[config.mk]
export PLATFORM = sky130hd
export DESIGN_NAME = bbml_lerp
export DESIGN_NICKNAME = d
export VERILOG_FILES = /design/src/sv/breakpoint_bilinear_map_lookup_assert.svh /design/src/sv/bbml_pkg.sv /design/src/sv/bbml_lerp.sv
export SDC_FILE = /design/constraint.sdc
export NUM_CORES = 1
export LEC_CHECK = 0
export BUFFER_PORTS_ARGS = -buffer_cell sky130_fd_sc_hd__buf_2
export CAP_MARGIN = 40
export CELL_PAD_IN_SITES_DETAIL_PLACEMENT = 0
export CELL_PAD_IN_SITES_GLOBAL_PLACEMENT = 1
export CORE_ASPECT_RATIO = 0.8
export CORE_MARGIN = 2
export CORE_UTILIZATION = 34
export CTS_CLUSTER_DIAMETER = 120
export DETAILED_ROUTE_END_ITERATION = 16
export GPL_ROUTABILITY_DRIVEN = 1
export HOLD_SLACK_MARGIN = 0.1
export PLACE_DENSITY_LB_ADDON = 0.1
export SYNTH_ARGS = -nofsm -noshare
export SYNTH_HDL_FRONTEND = slang
export SYNTH_SLANG_ARGS = --single-unit
export TNS_END_PERCENT = 20
[constraint.sdc]
create_clock -name clock -period 10.45 [get_ports clock]
set_input_delay 2.09 -clock clock [delete_from_list [all_inputs] [get_ports clock]]
set_output_delay 2.09 -clock clock [all_outputs]
set_load 0.02 [all_outputs]
[src/sv/breakpoint_bilinear_map_lookup_assert.svh]
// Assertion macros for the breakpoint bilinear map lookup.
`ifndef BREAKPOINT_BILINEAR_MAP_LOOKUP_ASSERT_SVH
`define BREAKPOINT_BILINEAR_MAP_LOOKUP_ASSERT_SVH

`ifndef SYNTHESIS
`define BBML_ASSERT_IMPLY(label, clk, rst, ante, cons) \
   label: assert property (@(posedge clk) disable iff (rst) (ante) |-> (cons)) \
      else $error("bbml: implication check failed");
`define BBML_ASSERT_NEXT(label, clk, rst, ante, cons) \
   label: assert property (@(posedge clk) disable iff (rst) (ante) |=> (cons)) \
      else $error("bbml: next-cycle check failed");
`else
`define BBML_ASSERT_IMPLY(label, clk, rst, ante, cons)
`define BBML_ASSERT_NEXT(label, clk, rst, ante, cons)
`endif

`endif

[src/sv/bbml_pkg.sv]
// Shared constants and types for the breakpoint bilinear map lookup.
package bbml_pkg;

   localparam int MAX_POINTS_DEFAULT = 32;

   localparam int CELL_W     = 9;
   localparam int DIFF_W     = 10;
   localparam int BYTE_W     = 8;
   localparam int PROD_W     = 19;
   localparam int PROD_MAG_W = 17;
   localparam int INDEX_W    = 5;
   localparam int EXT_W      = 7;
   localparam int COORD_W    = 16;

   localparam logic [1:0] CMD_LOOKUP  = 2'd0;
   localparam logic [1:0] CMD_WRITE_X = 2'd1;
   localparam logic [1:0] CMD_WRITE_Y = 2'd2;
   localparam logic [1:0] CMD_WRITE_M = 2'd3;

   localparam logic [1:0] CSR_LAST_COL = 2'd0;
   localparam logic [1:0] CSR_LAST_ROW = 2'd1;
   localparam logic [1:0] CSR_SIGNED   = 2'd2;
   localparam logic [1:0] CSR_DOUBLE   = 2'd3;

   localparam logic [INDEX_W-1:0] LAST_COL_RESET = 5'd15;
   localparam logic [INDEX_W-1:0] LAST_ROW_RESET = 5'd16;

   typedef struct packed {
      logic                     start;
      logic signed [CELL_W-1:0] v1;
      logic signed [CELL_W-1:0] v2;
      logic [BYTE_W-1:0]        dx;
      logic [BYTE_W-1:0]        span;
   } lerp_req_type;

endpackage

[src/sv/bbml_lerp.sv]
// Shared interpolation unit: multiply, bit-serial signed divide, add.
module bbml_lerp import bbml_pkg::*; (
   input  logic                     clock,
   input  logic                     reset,
   input  lerp_req_type             req,
   output logic                     busy,
   output logic                     done,
   output logic signed [CELL_W-1:0] result
);

   localparam logic [1:0] L_IDLE = 2'd0;
   localparam logic [1:0] L_MUL  = 2'd1;
   localparam logic [1:0] L_DIV  = 2'd2;
   localparam logic [1:0] L_ADD  = 2'd3;
   localparam int CNT_W = $clog2(PROD_MAG_W);

   logic [1:0]               st_ff, st_in;
   logic [CNT_W-1:0]         cnt_ff, cnt_in;
   logic                     done_ff, done_in;
   logic signed [CELL_W-1:0] v1_ff, v1_in;
   logic signed [DIFF_W-1:0] diff_ff, diff_in;
   logic [BYTE_W-1:0]        dx_ff, dx_in;
   logic [BYTE_W-1:0]        span_ff, span_in;
   logic                     neg_ff, neg_in;
   logic [PROD_MAG_W-1:0]    dvd_ff, dvd_in;
   logic [BYTE_W-1:0]        rem_ff, rem_in;
   logic signed [CELL_W-1:0] res_ff, res_in;

   logic signed [PROD_W-1:0]  prod;
   logic [PROD_W-1:0]         prod_mag;
   logic [BYTE_W:0]           trial;
   logic                      fits;
   logic signed [PROD_W-1:0]  quo_s;
   logic signed [PROD_W-1:0]  sum;

   always_comb begin
      prod     = PROD_W'(diff_ff) * $signed({1'b0, dx_ff});
      prod_mag = prod[PROD_W-1] ? PROD_W'(-prod) : PROD_W'(prod);
      trial    = {rem_ff, dvd_ff[PROD_MAG_W-1]};
      fits     = trial >= {1'b0, span_ff};
      quo_s    = neg_ff ? -$signed({2'b00, dvd_ff}) : $signed({2'b00, dvd_ff});
      sum      = PROD_W'(v1_ff) + quo_s;
   end

   always_comb begin
      st_in   = st_ff;
      cnt_in  = cnt_ff;
      done_in = 1'b0;
      v1_in   = v1_ff;
      diff_in = diff_ff;
      dx_in   = dx_ff;
      span_in = span_ff;
      neg_in  = neg_ff;
      dvd_in  = dvd_ff;
      rem_in  = rem_ff;
      res_in  = res_ff;
      unique case (st_ff)
         L_IDLE: begin
            if (req.start) begin
               v1_in   = req.v1;
               diff_in = DIFF_W'(req.v2) - DIFF_W'(req.v1);
               dx_in   = req.dx;
               span_in = req.span;
               st_in   = L_MUL;
            end
         end
         L_MUL: begin
            neg_in = prod[PROD_W-1];
            dvd_in = prod_mag[PROD_MAG_W-1:0];
            rem_in = '0;
            cnt_in = '0;
            st_in  = L_DIV;
         end
         L_DIV: begin
            rem_in = fits ? BYTE_W'(trial - {1'b0, span_ff}) : trial[BYTE_W-1:0];
            dvd_in = {dvd_ff[PROD_MAG_W-2:0], fits};
            cnt_in = cnt_ff + CNT_W'(1);
            if (cnt_ff == CNT_W'(PROD_MAG_W - 1)) begin
               st_in = L_ADD;
            end
         end
         L_ADD: begin
            res_in  = sum[CELL_W-1:0];
            done_in = 1'b1;
            st_in   = L_IDLE;
         end
         default: st_in = L_IDLE;
      endcase
   end

   always_ff @(posedge clock) begin
      if (reset) begin
         st_ff   <= L_IDLE;
         done_ff <= 1'b0;
      end else begin
         st_ff   <= st_in;
         done_ff <= done_in;
      end
      cnt_ff  <= cnt_in;
      v1_ff   <= v1_in;
      diff_ff <= diff_in;
      dx_ff   <= dx_in;
      span_ff <= span_in;
      neg_ff  <= neg_in;
      dvd_ff  <= dvd_in;
      rem_ff  <= rem_in;
      res_ff  <= res_in;
   end

   assign busy   = st_ff != L_IDLE;
   assign done   = done_ff;
   assign result = res_ff;

endmodule

==> run_results.csv <==
group,metric,value,unit
outcome,status,"finished, final reports clean",
cells_and_area,n_fill_cell,2206,
critical_path,timing.rr.start,"dx_ff[0]",
cells_and_area,regArea,0.002312,sq mm
synthesis,yosys.cell_count.top_type,"inv_1",
timing,fmax,160.9,MHz
synthesis,yosys_warnings,0,
die,die_w,171.6,um
clocking,postCtsSetupBuffers,0,
detailed_routing,drtPass1Iterations,5,
synthesis,avgSynthCellArea,9.983,sq um
clocking,cts_hold_buf,0,
detailed_routing,wl_per_cell,13.87,um
place,dp_hpwl,12810,um
clocking,cts_tree,"done",
cells_and_area,drive_gt1_frac,0.1044,
synthesis,synthFlopType,"edfxtp_1",
timing,relSlewSlack,0.4255,
critical_path,path_cells,"nand2_1 -> inv_1 -> fa_1 -> inv_1 -> fa_1 -> inv_1 -> fa_1 -> inv_1 -> fa_1 -> inv_1 -> ha_1 -> and3_1 -> and3_1 -> a211oi_2 -> a31oi_1 -> xnor2_2 -> o31ai_1 -> xnor2_1 -> mux2_2",
timing,tightest_slew,0.8589,ns
global_routing,grt_pass1_wl,26100,um
synthesis,yosysSeqAreaShare,0.3028,
critical_path,cp-start-kind,"flop",
clocking,postCtsResizedCells,0,
critical_path,max_stage_delay,0.70,ns
synthesis,synth-seq-cells,78,
timing,rsz0062_at_grt,"no",
critical_path,crit_path_top_delay_cell,"xnor2_2",
run,cap_violations,0,
synthesis,synth_nets,943,
synthesis,yosys-top-cells-count,"inv_1 (150), nand2_1 (79), edfxtp_1 (75), ha_1 (72), fa_1 (69)",
cells_and_area,area_growth,11.55,%
timing,drv_slew,0,
clocking,cts.reportedPaths.clkPinSlew,0.06,ns
die,die_y,138.1,um
timing,finalHoldViolations,0,
global_routing,antenna_found_initial,0,
critical_path,crit_type,"flop to flop",
detailed_routing,final_antenna_net_count,0,
synthesis,yosys.area.top_type_share,0.2949,
die,initial_core_util,0.3432,
critical_path,end_kind,"flop",
clocking,cts-root-buf,"clkbuf_16",
synthesis,synth_area,0.007637,sq mm
min_path,hold_class,"flop to flop",
critical_path,arrival,6.31,ns
global_routing,grt_usage,0.1390,
detailed_routing,drt-total-wl,15540,um
die,rows,49,
synthesis,synthCells,765,
synthesis,synthDistinctLibCells,62,
place,gp_congestion,0.8270,
clocking,cts.htree.levels,3,
global_routing,grt_pass1_vias,5218,
place,io_buffers,47,
critical_path,crit_top_cell,"inv_1",
global_routing,grt_max_degree,37,
detailed_routing,drtIter0Drc,192,
clocking,cts_buffers,9,
synthesis,synth_area_leader_cell,"edfxtp_1",
detailed_routing,vias,5010,
critical_path,crit_required,10.54,ns
min_path,min_from,"dvd_ff[11]",
timing,setup_viol,0,
synthesis,synth-edff-count,75,
cells_and_area,multi_input_area,0.004676,sq mm
detailed_routing,viasPerCell,4.473,
die,num_io_pins,48,
clocking,insertion_delay,0.34,ns
timing,period_minus_slack,6.216,ns
timing,clock_skew,0.008016,ns
critical_path,startpoint,"dx_ff[0]",
timing,timing.setup.tns,0,ns
die,core-area,0.02226,sq mm
critical_path,critPathMaxFanout,18,
clocking,clockBufferDepth,2,
cells_and_area,antenna_cells,0,
detailed_routing,drc,0,
cells_and_area,num-nets-final,987,
timing,fin_crit_sh,0.5948,
clocking,cts.sinks,78,
global_routing,grt-ovfl-total,0,
synthesis,synth-async-reset-ratio,0,
synthesis,yosys-top-cells-area,"edfxtp_1 (29%), fa_1 (18%), ha_1 (12%), inv_1 (7.4%), nand2_1 (3.9%)",
die,die_area,0.02369,sq mm
-- kinds of logic after synthesis --
logic type,Yosys count,share of synthesized area
xor gates and xnor gates,54,0.06389
adders and majority gates,141,0.2988
and+or+nand+nor,213,0.1429
DFF,78,0.3028
muxes,10,0.01360
buffers and inverters,167,0.08519
AOI/OAI and AO/OA,102,0.09289
-- cell type report --
type / instances / area share
clock buffers: 10 / 0.02688
inverters: 150 / 0.06609
well taps: 306 / 0.04494
repair buffers: 50 / 0.03172
flip-flops and latches: 78 / 0.2714
clock inverters: 6 / 0.01013
multi-input cells: 520 / 0.5488
-- final timing paths --
kind,to,slack (ns),cells after the start
worst max-delay path,dvd_ff[14],4.23,19
worst min-delay path,dvd_ff[12],0.53,2
worst max register to register,dvd_ff[14],4.23,19
worst min register to register,dvd_ff[12],0.53,2
-- metal layers --
layer	GRT usage	vias to the layer above	share of wire
met5	0	-	0
met4	0.02632	0	0.0066
met3	0.02834	7	0.023
met2	0.2025	48	0.42
met1	0.2135	2388	0.55
li1	-	2567	-
-- metrics by stage --
step / instance area [sq um] / setup WS, ns / utilization / hold slack [ns] / std cells
floorplan: 7637 / 4.984 / - / 0.5000 / 765
global placement: 8184 / 4.282 / 0.3677 / 0.5247 / 1103
detailed placement: 8204 / 4.167 / 0.3686 / 0.5255 / 1104
CTS: 8519 / 4.154 / 0.3828 / 0.5398 / 1120
global route: 8519 / 3.771 / 0.3828 / 0.5521 / 1120
finish: 8519 / 4.234 / 0.3828 / 0.5341 / 1120
-- registers in the layout, summed over array words and instances (netlist names), 2 cells and up --
| register | count |
|---|---|
| result | 9 |
| diff_ff | 10 |
| dx_ff | 8 |
| rem_ff | 8 |
| v1_ff | 9 |
| dvd_ff | 17 |
| span_ff | 8 |
| st_ff | 2 |
| cnt_ff | 5 |
-- worst max-delay path, delay by kind of cell, from the launching register on --
family,cells,cell delay [ns]
buffers and inverters,5,0.40
XOR/XNOR,2,0.87
adder cells (fa/ha/maj),5,2.54
AND/OR/NAND/NOR,3,0.65
AO/OA/AOI/OAI,3,0.68
flip-flops,1,0.55
multiplexers,1,0.26
-- placed cells by master, fill, tap and decap left out, types with 3 or more instances in the layout --
cell / instances
inv_1: 150
nand2_1: 79
edfxtp_1: 75
ha_1: 72
fa_1: 69
buf_2: 47
and2_1: 46
xnor2_1: 32
o21ai_0: 31
a21oi_1: 25
nor2_1: 25
xor2_1: 20
nor2b_1: 15
nand3_1: 10
clkbuf_16: 9
mux2i_1: 7
nand2b_1: 6
o31ai_1: 6
a21o_1: 6
a21boi_0: 5
nor3_1: 5
o21bai_1: 4
and3_1: 4
or2_2: 3
mux2_2: 3
clkinvlp_4: 3
dfxtp_1: 3
Power is left out: the tool's default activity adds up to more than one toggle a clock period on the data nets, which glitch-free logic cannot reach.
