## src/sv/breakpoint_bilinear_map_lookup_assert.svh

```systemverilog
// Assertion macros for the breakpoint bilinear map lookup.
`ifndef BREAKPOINT_BILINEAR_MAP_LOOKUP_ASSERT_SVH
`define BREAKPOINT_BILINEAR_MAP_LOOKUP_ASSERT_SVH

`ifndef SYNTHESIS
`define BBML_ASSERT_IMPLY(label, clk, rst, ante, cons) \
   label: assert property (@(posedge clk) disable iff (rst) (ante) |-> (cons)) \
      else $error("bbml: implication check failed");
`define BBML_ASSERT_NEXT(label, clk, rst, ante, cons) \
   label: assert property (@(posedge clk) disable iff (rst) (ante) |=> (cons)) \
      else $error("bbml: next-cycle check failed");
`else
`define BBML_ASSERT_IMPLY(label, clk, rst, ante, cons)
`define BBML_ASSERT_NEXT(label, clk, rst, ante, cons)
`endif

`endif

```

## src/sv/bbml_ram.sv

```systemverilog
// Generic single-write, single-read RAM with registered read data.
module bbml_ram #(
   parameter int WIDTH = 8,
   parameter int DEPTH = 32
) (
   input  logic                                   clock,
   input  logic                                   we,
   input  logic [((DEPTH > 1) ? $clog2(DEPTH) : 1)-1:0] waddr,
   input  logic [WIDTH-1:0]                       wdata,
   input  logic [((DEPTH > 1) ? $clog2(DEPTH) : 1)-1:0] raddr,
   output logic [WIDTH-1:0]                       rdata
);

   logic [WIDTH-1:0] mem [DEPTH];
   logic [WIDTH-1:0] rdata_ff;

   always_ff @(posedge clock) begin
      if (we) begin
         mem[waddr] <= wdata;
      end
      rdata_ff <= mem[raddr];
   end

   assign rdata = rdata_ff;

endmodule

```

## config.mk

```make
export PLATFORM = sky130hd
export DESIGN_NAME = bbml_ram
export DESIGN_NICKNAME = d
export VERILOG_FILES = /design/src/sv/breakpoint_bilinear_map_lookup_assert.svh /design/src/sv/bbml_ram.sv
export SDC_FILE = /design/constraint.sdc
export NUM_CORES = 1
export LEC_CHECK = 0
export ABC_AREA = 1
export BUFFER_PORTS_ARGS = -buffer_cell sky130_fd_sc_hd__buf_2
export CORE_MARGIN = 2
export CORE_UTILIZATION = 44
export CTS_CLUSTER_SIZE = 10
export DETAILED_ROUTE_END_ITERATION = 10
export PLACE_DENSITY = 0.63
export RECOVER_POWER = 50
export SYNTH_ARGS = -nofsm -noshare
export SYNTH_HDL_FRONTEND = slang
export SYNTH_SLANG_ARGS = --single-unit
```

## constraint.sdc

```tcl
create_clock -name clock -period 1.4 [get_ports clock]
set_input_delay 0 -clock clock [delete_from_list [all_inputs] [get_ports clock]]
set_output_delay 0 -clock clock [all_outputs]
set_load 0.02 [all_outputs]
```

==> results by group, run 1 <==
Outcome
  – Run status: complete, but fails checks
  – Failing checks: max-capacitance violations, max-slew violations

Timing
  – Setup TNS: 0 ns
  – RSZ-0062 raised after global routing: false
  – Final Hold Viols: 0
  – Max frequency: 0.833 GHz
  – Final setup viols: 0
  – Rel. slew slack: -0.0850
  – Clock period minus worst slack: 1.20 ns
  – Clk_skew: 0.00889 ns
  – Final hold slack: 0.135 ns
  – Final Max Tran Viols: 132
  – Fin crit share: 0.858
  – Worst slew pin tran: 1.63 ns

Global route
  – First-pass GRT wire length: 39.9 mm
  – GR Util All Layers: 0.202
  – Vias in the first global route: 6,876
  – Grt ovf: 0
  – Initial antenna violation count: 0
  – Largest net degree at the start of global routing: 65

Worst setup path
  – Critical Path Fanout Max: 1
  – Crit end category: flip-flop
  – Worst setup SP type: flip-flop
  – Crit path DAT: 1.63 ns
  – Required @ worst endpoint: 1.83 ns
  – Kind of critical path: reg -> reg

CTS
  – TritonCTS clock tree: built
  – Clock latency on the worst-skew pair: 0.54 ns
  – Number of H-tree levels: 1
  – Num CTS Buffers: 30
  – CTS root buffer: clkbuf_16
  – Worst-path clk slew: 0.06 ns
  – Num Clock Sinks: 264
  – Clock Tree Buf Depth: 3

Logic synthesis
  – Share of the yosys chip area belonging to registers: 0.728
  – Synth warn: 0
  – Post-synth net total: 942
  – Yosys reg bits: 264
  – Synthesized area per cell: 11.7 um^2
  – Post-synth top area share: 0.713
  – Area leader, netlist: edfxtp_1
  – Post-Syn Instances: 922
  – Top post-synthesis cells by area: edfxtp_1, nand2_1, nand3_1
  – Synth cell types: 12
  – Mapped Area: 10,800 um^2

Die
  – Die Y: 161 um
  – Core area: 24,200 um^2
  – # rows: 57
  – Die ar.: 25,800 um^2
  – Die W: 161 um
  – Initial core utilization: 0.446
  – I/O Pins: 28

Power
  – VDD IR max: 0.951 mV
  – Pwr Density: 1370 nW/um^2
  – Lkg Pwr: 4.62 nW

Placed design
  – Inst Count DP: 1,282
  – # port buffers: 27
  – Gpl congestion: 0.806
  – Final HPWL DP: 15.2 mm

Cells and area
  – Post-Layout Cell Count: 1,345
  – Register area: 7850 um^2
  – N_diodes: 0
  – Layout cells sized above 1: 0.105
  – Area Overhead vs Synth: 15.2%
  – Commonest non-fill, non-tap cell in the layout: nand2_1
  – Most frequent cells in the layout: nand2_1, edfxtp_1, nand3_1, clkbuf_1, buf_4
  – # fillers: 2,123
  – Utilization after layout: 0.514
  – Multi-input gate area: 2490 um^2
  – Final Net Count: 1,017

Run
  – # Max-Cap Violations: 4

Drt
  – Vias: 7,015
  – Drt wl/cell: 19.1 um
  – First DRT Iteration DRCs: 581
  – Total wire length: 25.7 mm
  – Drt drc: 0
  – Pre-Repair DR Iteration Count: 4
  – Vias/cell: 5.22
  – Post-DRT Antenna Nets: 0

Worst hold path
  – Hold Crit Class: in -> reg
state kept, by name, summed over array words and instances (netlist names):
register  count
rdata         8
mem         256
per-layer routing:
metal  vias to the layer above  wire length [um]  global-route usage
li1                       3357                 -                   -
met4                         0               543              0.0610
met1                      3433             11900               0.290
met3                        44              1040              0.0245
met5                         -                 0                   0
met2                       181             12200               0.326
final timing paths:
check / start / end / slack [ns] / cells past startpoint
min: waddr[3] / mem[14][7] / 0.13 / 4
min reg2reg: mem[16][4] / rdata[4] / 0.75 / 8
max: mem[25][2] / rdata[2] / 0.20 / 8
max reg2reg: mem[25][2] / rdata[2] / 0.20 / 8
synthesized netlist by cell type:
cell type,n
buf_1,2
buf_2,15
buf_4,4
buf_6,24
clkbuf_1,7
dfxtp_1,8
edfxtp_1,256
inv_1,8
inv_2,2
nand2_1,360
nand3_1,204
nor2_1,32
timing repair:
action | 4_1_cts | 5_1_grt
hold endpoints to repair | 88 | 0
buffers inserted | 0 | 2
resized for setup | 0 | 1
hold buffers | 5 | 0
endpoints found under the setup margin | 0 | 1
metrics by stage:
stage | setup slack (ns) | power [W] | area [um^2]
after floorplan | 0.366 | 0.00964 | 10800
after global placement | 0.0728 | 0.0101 | 11600
after detailed placement | 0.0759 | 0.0101 | 11600
after CTS | 0.111 | 0.0171 | 12500
after global routing | 0.105 | 0.0176 | 12400
final | 0.199 | 0.0170 | 12400
critical path, cell delays in order, from the launching register on:
cell	delay, ns
edfxtp_1	0.36
nand2_1	0.07
nand3_1	0.10
nand3_1	0.14
nand2_1	0.07
nand2_1	0.09
nand2_1	0.08
nand2_1	0.11
nand2_1	0.06
where the power goes:
| part | total [W] | internal (W) | switching, W | leakage, nW |
|---|---|---|---|---|
| registers | 0.00883 | 0.00879 | 0.0000365 | 2.37 |
| logic | 0.00115 | 0.000348 | 0.000802 | 1.83 |
| clock network | 0.00702 | 0.00416 | 0.00286 | 0.418 |
area by class of cell:
type                    count  area share
flip-flops and latches    264       0.631
multi-input cells         596       0.201
clock buffers              56      0.0708
repair buffers             95      0.0614
well taps                 324      0.0326
inverters                  10     0.00342
logic make-up after synthesis:
logic type	share of synthesized area
flops	0.728
buf+inv	0.0414
simple gates	0.231
No activity file was read; power rests on OpenSTA's default activity.
==> run 2, diff against run 1 <==
- GPL_TIMING_DRIVEN: default -> 0
==> run 2 against run 1 <==
Compared with the run above:
- the flow still finishes with violations (max-capacitance violations, max-slew violations)
- die area unchanged
- first-iteration DRC count grew 28%
- largest cell class unchanged
- combinational power barely moved
- wire length increased by 5.0%
- sequential power about the same
- cell area fell by 2.2%
- setup slack got worse by 0.013 ns
- utilization shrank 1.1 points
- total power fell by 1.2%
- clock skew fell by 0.0030 ns
- non-clock buffer count down 17
==> results by group, run 2 (same netlist as run 1, synthesis figures left out) <==
Timing
  – Final hold slack: 0.159 ns
  – Final Max Tran Viols: 99
  – Fin crit share: 0.867
  – Fin worst setup slack: 0.186 ns
  – RSZ-0062 raised after global routing: false
  – Rel. slew slack: -0.179
  – Max frequency: 0.824 GHz
  – Final setup viols: 0
  – Clock period minus worst slack: 1.21 ns
  – Clk_skew: 0.00588 ns
  – Setup TNS: 0 ns
  – Worst slew pin tran: 1.77 ns
  – Final Hold Viols: 0

CTS
  – Worst-path clk slew: 0.06 ns
  – TritonCTS clock tree: built
  – CTS root buffer: clkbuf_16
  – Setup Buffers After CTS: 0
  – Num Clock Sinks: 264
  – Num CTS Buffers: 30
  – # resized after CTS: 0
  – Number of H-tree levels: 1
  – Clock Tree Buf Depth: 3
  – Clock latency on the worst-skew pair: 0.54 ns

Global route
  – Largest net degree at the start of global routing: 33
  – Initial antenna violation count: 0
  – Grt ovf: 0
  – Vias in the first global route: 6,569
  – GR Util All Layers: 0.209
  – First-pass GRT wire length: 39.6 mm

Drt
  – Vias/cell: 5.30
  – Pre-Repair DR Iteration Count: 5
  – Drt wl/cell: 20.5 um
  – First DRT Iteration DRCs: 742
  – Vias: 6,981
  – Post-DRT Antenna Nets: 0
  – Total wire length: 27.0 mm
  – Drt drc: 0

Worst setup path
  – Required @ worst endpoint: 1.82 ns
  – Register-to-register setup slack: 0.19 ns
  – Crit end category: flip-flop
  – Crit. Startpoint: mem[21][2]
  – Critical Path Fanout Max: 1
  – Crit path DAT: 1.63 ns
  – Reg2Reg Depth: 8
  – Reg-to-reg startpoint: mem[21][2]
  – Most frequent CP cell: nand2_1
  – Kind of critical path: reg -> reg
  – CP cell instances: nand2_1 > nand3_1 > nand3_1 > nand2_1 > nand2_1 > nand2_1 > nand2_1 > nand2_1
  – Worst Setup EP: rdata[2]
  – Reg2reg end: rdata[2]
  – Worst setup SP type: flip-flop
  – Crit-path max cell delay: 0.38 ns
  – Slowest CP cell: edfxtp_1

Die
  – Die W: 161 um
  – Core area: 24,200 um^2
  – Initial core utilization: 0.446
  – Die ar.: 25,800 um^2
  – I/O Pins: 28
  – # rows: 57
  – Die Y: 161 um

Cells and area
  – Biggest register: mem
  – Post-Layout Cell Count: 1,318
  – Utilization after layout: 0.503
  – Commonest non-fill, non-tap cell in the layout: nand2_1
  – Area Overhead vs Synth: 12.7%
  – Max reg flops: 256
  – # fillers: 2,090
  – Final Net Count: 1,000
  – Most frequent cells in the layout: nand2_1, edfxtp_1, nand3_1, nor2_1, clkbuf_16
  – Layout cells sized above 1: 0.0967

Outcome
  – Failing checks: max-capacitance violations, max-slew violations
  – Run status: complete, but fails checks

Placed design
  – Final HPWL DP: 17.6 mm
  – Gpl congestion: 0.928
  – Place WS: -0.328 ns
  – # port buffers: 24
  – Inst Count DP: 1,270

Worst hold path
  – Hold Crit Class: in -> reg

Run
  – # Max-Cap Violations: 3

Power
  – VDD IR max: 1.03 mV
  – Pwr Density: 1380 nW/um^2
  – Lkg Pwr: 4.50 nW
[run 2: metal layers]
metal	GRT usage	wire, um	share of wire	vias to the layer above
li1	-	-	-	3307
met1	0.300	11600	0.43	3353
met2	0.333	12600	0.47	277
met5	0	0	0	-
met3	0.0336	2200	0.082	44
met4	0.0590	561	0.021	0
[run 2: layout make-up]
cell class,instances,area [um^2],area share
repair buffers,26,135,0.0111
flip-flops and latches,264,7850,0.645
well taps,324,405,0.0333
plain buffers,52,409,0.0337
inverters,10,37.5,0.00309
clock buffers,44,825,0.0678
multi-input cells,596,2490,0.205
diodes,1,2.50,0.000206
clock inverters,1,3.75,0.000309
[run 2: worst min path at each step]
| stage | endpoint | start | slack, ns | cells past startpoint |
|---|---|---|---|---|
| after floorplan | mem[0][0] | wdata[0] | 0.1 | 0 |
| after global placement | rdata[3] | rdata[3] | 0.42 | 1 |
| after detailed placement | rdata[3] | rdata[3] | 0.41 | 1 |
| after CTS | mem[21][0] | wdata[0] | 0.04 | 1 |
| after global routing | mem[8][3] | waddr[3] | 0.17 | 3 |
| final | mem[17][1] | waddr[4] | 0.16 | 3 |
[run 2: metrics by stage]
stage	instance area [um^2]	total power, W
finish	12200	0.0168
global route	12200	0.0173
CTS	12200	0.0168
detailed placement	11300	0.0101
global placement	11300	0.0101
floorplan	10800	0.00964
[run 2: worst max-delay path, delay by kind of cell (launching register included)]
kind	cells	cell delay, ns
flip-flops	1	0.38
AND/OR/NAND/NOR	8	0.72
[run 2: where the power goes]
part           switching, W  internal (W)  total [W]
Sequential        0.0000250       0.00880    0.00882
Combinational      0.000855      0.000325    0.00118
Clock               0.00280       0.00398    0.00679
Total               0.00368        0.0131     0.0168
[run 2: repair_timing]
| action | CTS | global route |
|---|---|---|
| hold buffers | 2 | 0 |
| hold endpoints to repair | 8 | 0 |
| setup endpoints to repair | 0 | 0 |
==> run 3, diff against run 2 <==
- RECOVER_POWER: 50 -> 25
- clock period: 1.4 -> 1.15 ns (I/O delays scaled with it)
==> run 3 against run 2 <==
Compared with the run above:
- the run ends with negative setup slack left
- die area did not move
- sequential share of layout area is 1.7 points lower
- critical path depth decreased by 4
- sequential power up 21%
- non-clock buffer count did not move
- flip-flop and latch count stayed put
- cell count is essentially flat
- combinational power is 31% higher
- critical path type is now in -> reg
==> results by group, run 3 (same netlist as run 1, synthesis figures left out) <==
Outcome
  – Run status: complete, but fails checks
  – Failing checks: negative setup slack

Worst setup path
  – Crit end category: flip-flop
  – Required @ worst endpoint: 1.31 ns
  – WP buf/inv: 2
  – Slowest CP cell: nor2_1
  – Crit-path max cell delay: 0.85 ns
  – Crit path DAT: 1.41 ns
  – Largest delay contributor family on the critical path: simple AND/OR/NAND/NOR gates
  – CP cell instances: buf_2 > inv_1 > nand3_1 > nor2_1
  – Critical Path Fanout Max: 8
  – Kind of critical path: in -> reg
  – Worst setup SP type: primary input

Cells and area
  – Utilization after layout: 0.516
  – Layout cells sized above 1: 0.182
  – Max reg flops: 256
  – N_diodes: 0
  – Area Overhead vs Synth: 15.8%
  – Commonest non-fill, non-tap cell in the layout: nand2_1
  – Most frequent cells in the layout: nand2_1, edfxtp_1, nand3_1, nand3_2, buf_2
  – Final Net Count: 1,000
  – Biggest register: mem

Timing
  – Fin crit share: 1.08
  – Fin worst setup slack: -0.0940 ns
  – Max frequency: 0.804 GHz
  – Final Max Tran Viols: 0
  – Worst slew pin tran: 0.906 ns
  – Final hold slack: 0.0784 ns
  – Final Hold Viols: 0
  – Rel. slew slack: 0.394
  – Final setup viols: 18
  – RSZ-0062 raised after global routing: true
  – Clk_skew: 0.00979 ns
  – Clock period minus worst slack: 1.24 ns

Placed design
  – Final HPWL DP: 17.6 mm
  – Gpl congestion: 0.928
  – # port buffers: 24

Drt
  – Vias/cell: 5.34
  – Total wire length: 27.3 mm
  – Vias: 7,038
  – Pre-Repair DR Iteration Count: 5
  – Drt drc: 0
  – First DRT Iteration DRCs: 630
  – Drt wl/cell: 20.7 um
  – Post-DRT Antenna Nets: 0

Power
  – Logic pwr share: 0.075
  – Clock power share: 0.402
  – Pwr Density: 1640 nW/um^2
  – VDD IR max: 1.18 mV
  – Flop pwr share: 0.523
  – Lkg Pwr: 4.62 nW
  – P_int: 0.0160 W
  – NetSw: 0.00455 W
  – Sw frac: 0.221

Global route
  – GR Util All Layers: 0.209
  – Initial antenna violation count: 0
  – Grt ovf: 0
  – Vias in the first global route: 6,580
  – First-pass GRT wire length: 39.7 mm
  – Largest net degree at the start of global routing: 33

CTS
  – Worst-path clk slew: 0.06 ns
  – TritonCTS clock tree: built
  – Num Clock Sinks: 264
  – Number of H-tree levels: 1
  – Clock latency on the worst-skew pair: 0.54 ns
  – Num CTS Buffers: 30
  – Setup Buffers After CTS: 0
  – CTS root buffer: clkbuf_16
  – Clock Tree Buf Depth: 3

Die
  – Die W: 161 um
  – Die Y: 161 um
  – Initial core utilization: 0.446
  – I/O Pins: 28
  – # rows: 57
  – Die ar.: 25,800 um^2
  – Core area: 24,200 um^2

Run
  – # Max-Cap Violations: 0

Worst hold path
  – Hold Crit Class: in -> reg
==> run 3: cell count changes in the layout (fill, tap and decap cells not counted), sizes merged <==
cell	previous run	this run
clkbuf	60	55
diode	1	0
buf	60	65
==> run 3: final cells by class <==
class                      count  area [um^2]
multi-input combinational    596         2820
clock buffer                  44          825
tap                          324          405
fill                        2054        11700
inverter                      10         37.5
clock inverter                 1         3.75
sequential                   264         7850
timing repair buffer          26          140
buffer                        52          413
==> run 3: path summary, 6_finish.rpt <==
kind	start	end	slack (ns)	cells past startpoint
worst max register to register	mem[13][0]	rdata[0]	-0.01	8
worst min-delay path	wdata[5]	mem[13][5]	0.08	1
worst min register to register	mem[6][7]	rdata[7]	0.82	8
worst max-delay path	waddr[0]	mem[10][5]	-0.09	4
==> run 3: repair_timing <==
| item | 4_1_cts | 5_1_grt |
|---|---|---|
| pin swaps | 4 | 12 |
| hold buffers | 1 | 1 |
| endpoints found under the hold margin | 8 | 5 |
| setup endpoints to repair | 5 | 106 |
| resized for setup | 11 | 72 |
==> run 3: power groups by stage <==
stage | clock network (W) | logic (W) | registers (W)
6_report | 0.00826 | 0.00154 | 0.0107
3_3_place_gp | 0 | 0.00140 | 0.0109
2_1_floorplan | 0 | 0.000771 | 0.0110
4_1_cts | 0.00834 | 0.00144 | 0.0107
3_5_place_dp | 0 | 0.00142 | 0.0109
5_1_grt | 0.00871 | 0.00166 | 0.0107
==> run 3: per-layer routing <==
metal,track usage,vias to the layer above,wire (um)
met1,0.301,3381,11600
met3,0.0336,45,2230
met5,0,-,0
met2,0.334,300,12900
li1,-,3312,-
met4,0.0590,0,557
==> run 3: stage by stage <==
stage,TNS (ns),total power (W),worst slack (ns),instances,instance area (um^2)
final,-0.770,0.0205,-0.0940,1317,12500
after global routing,-4.34,0.0211,-0.0909,1317,12500
after CTS,-0.000140,0.0205,-0.000140,1316,12200
after detailed placement,-119.33,0.0124,-0.578,1270,11300
after global placement,-112.13,0.0123,-0.596,1270,11300
after floorplan,0,0.0117,0.116,922,10800
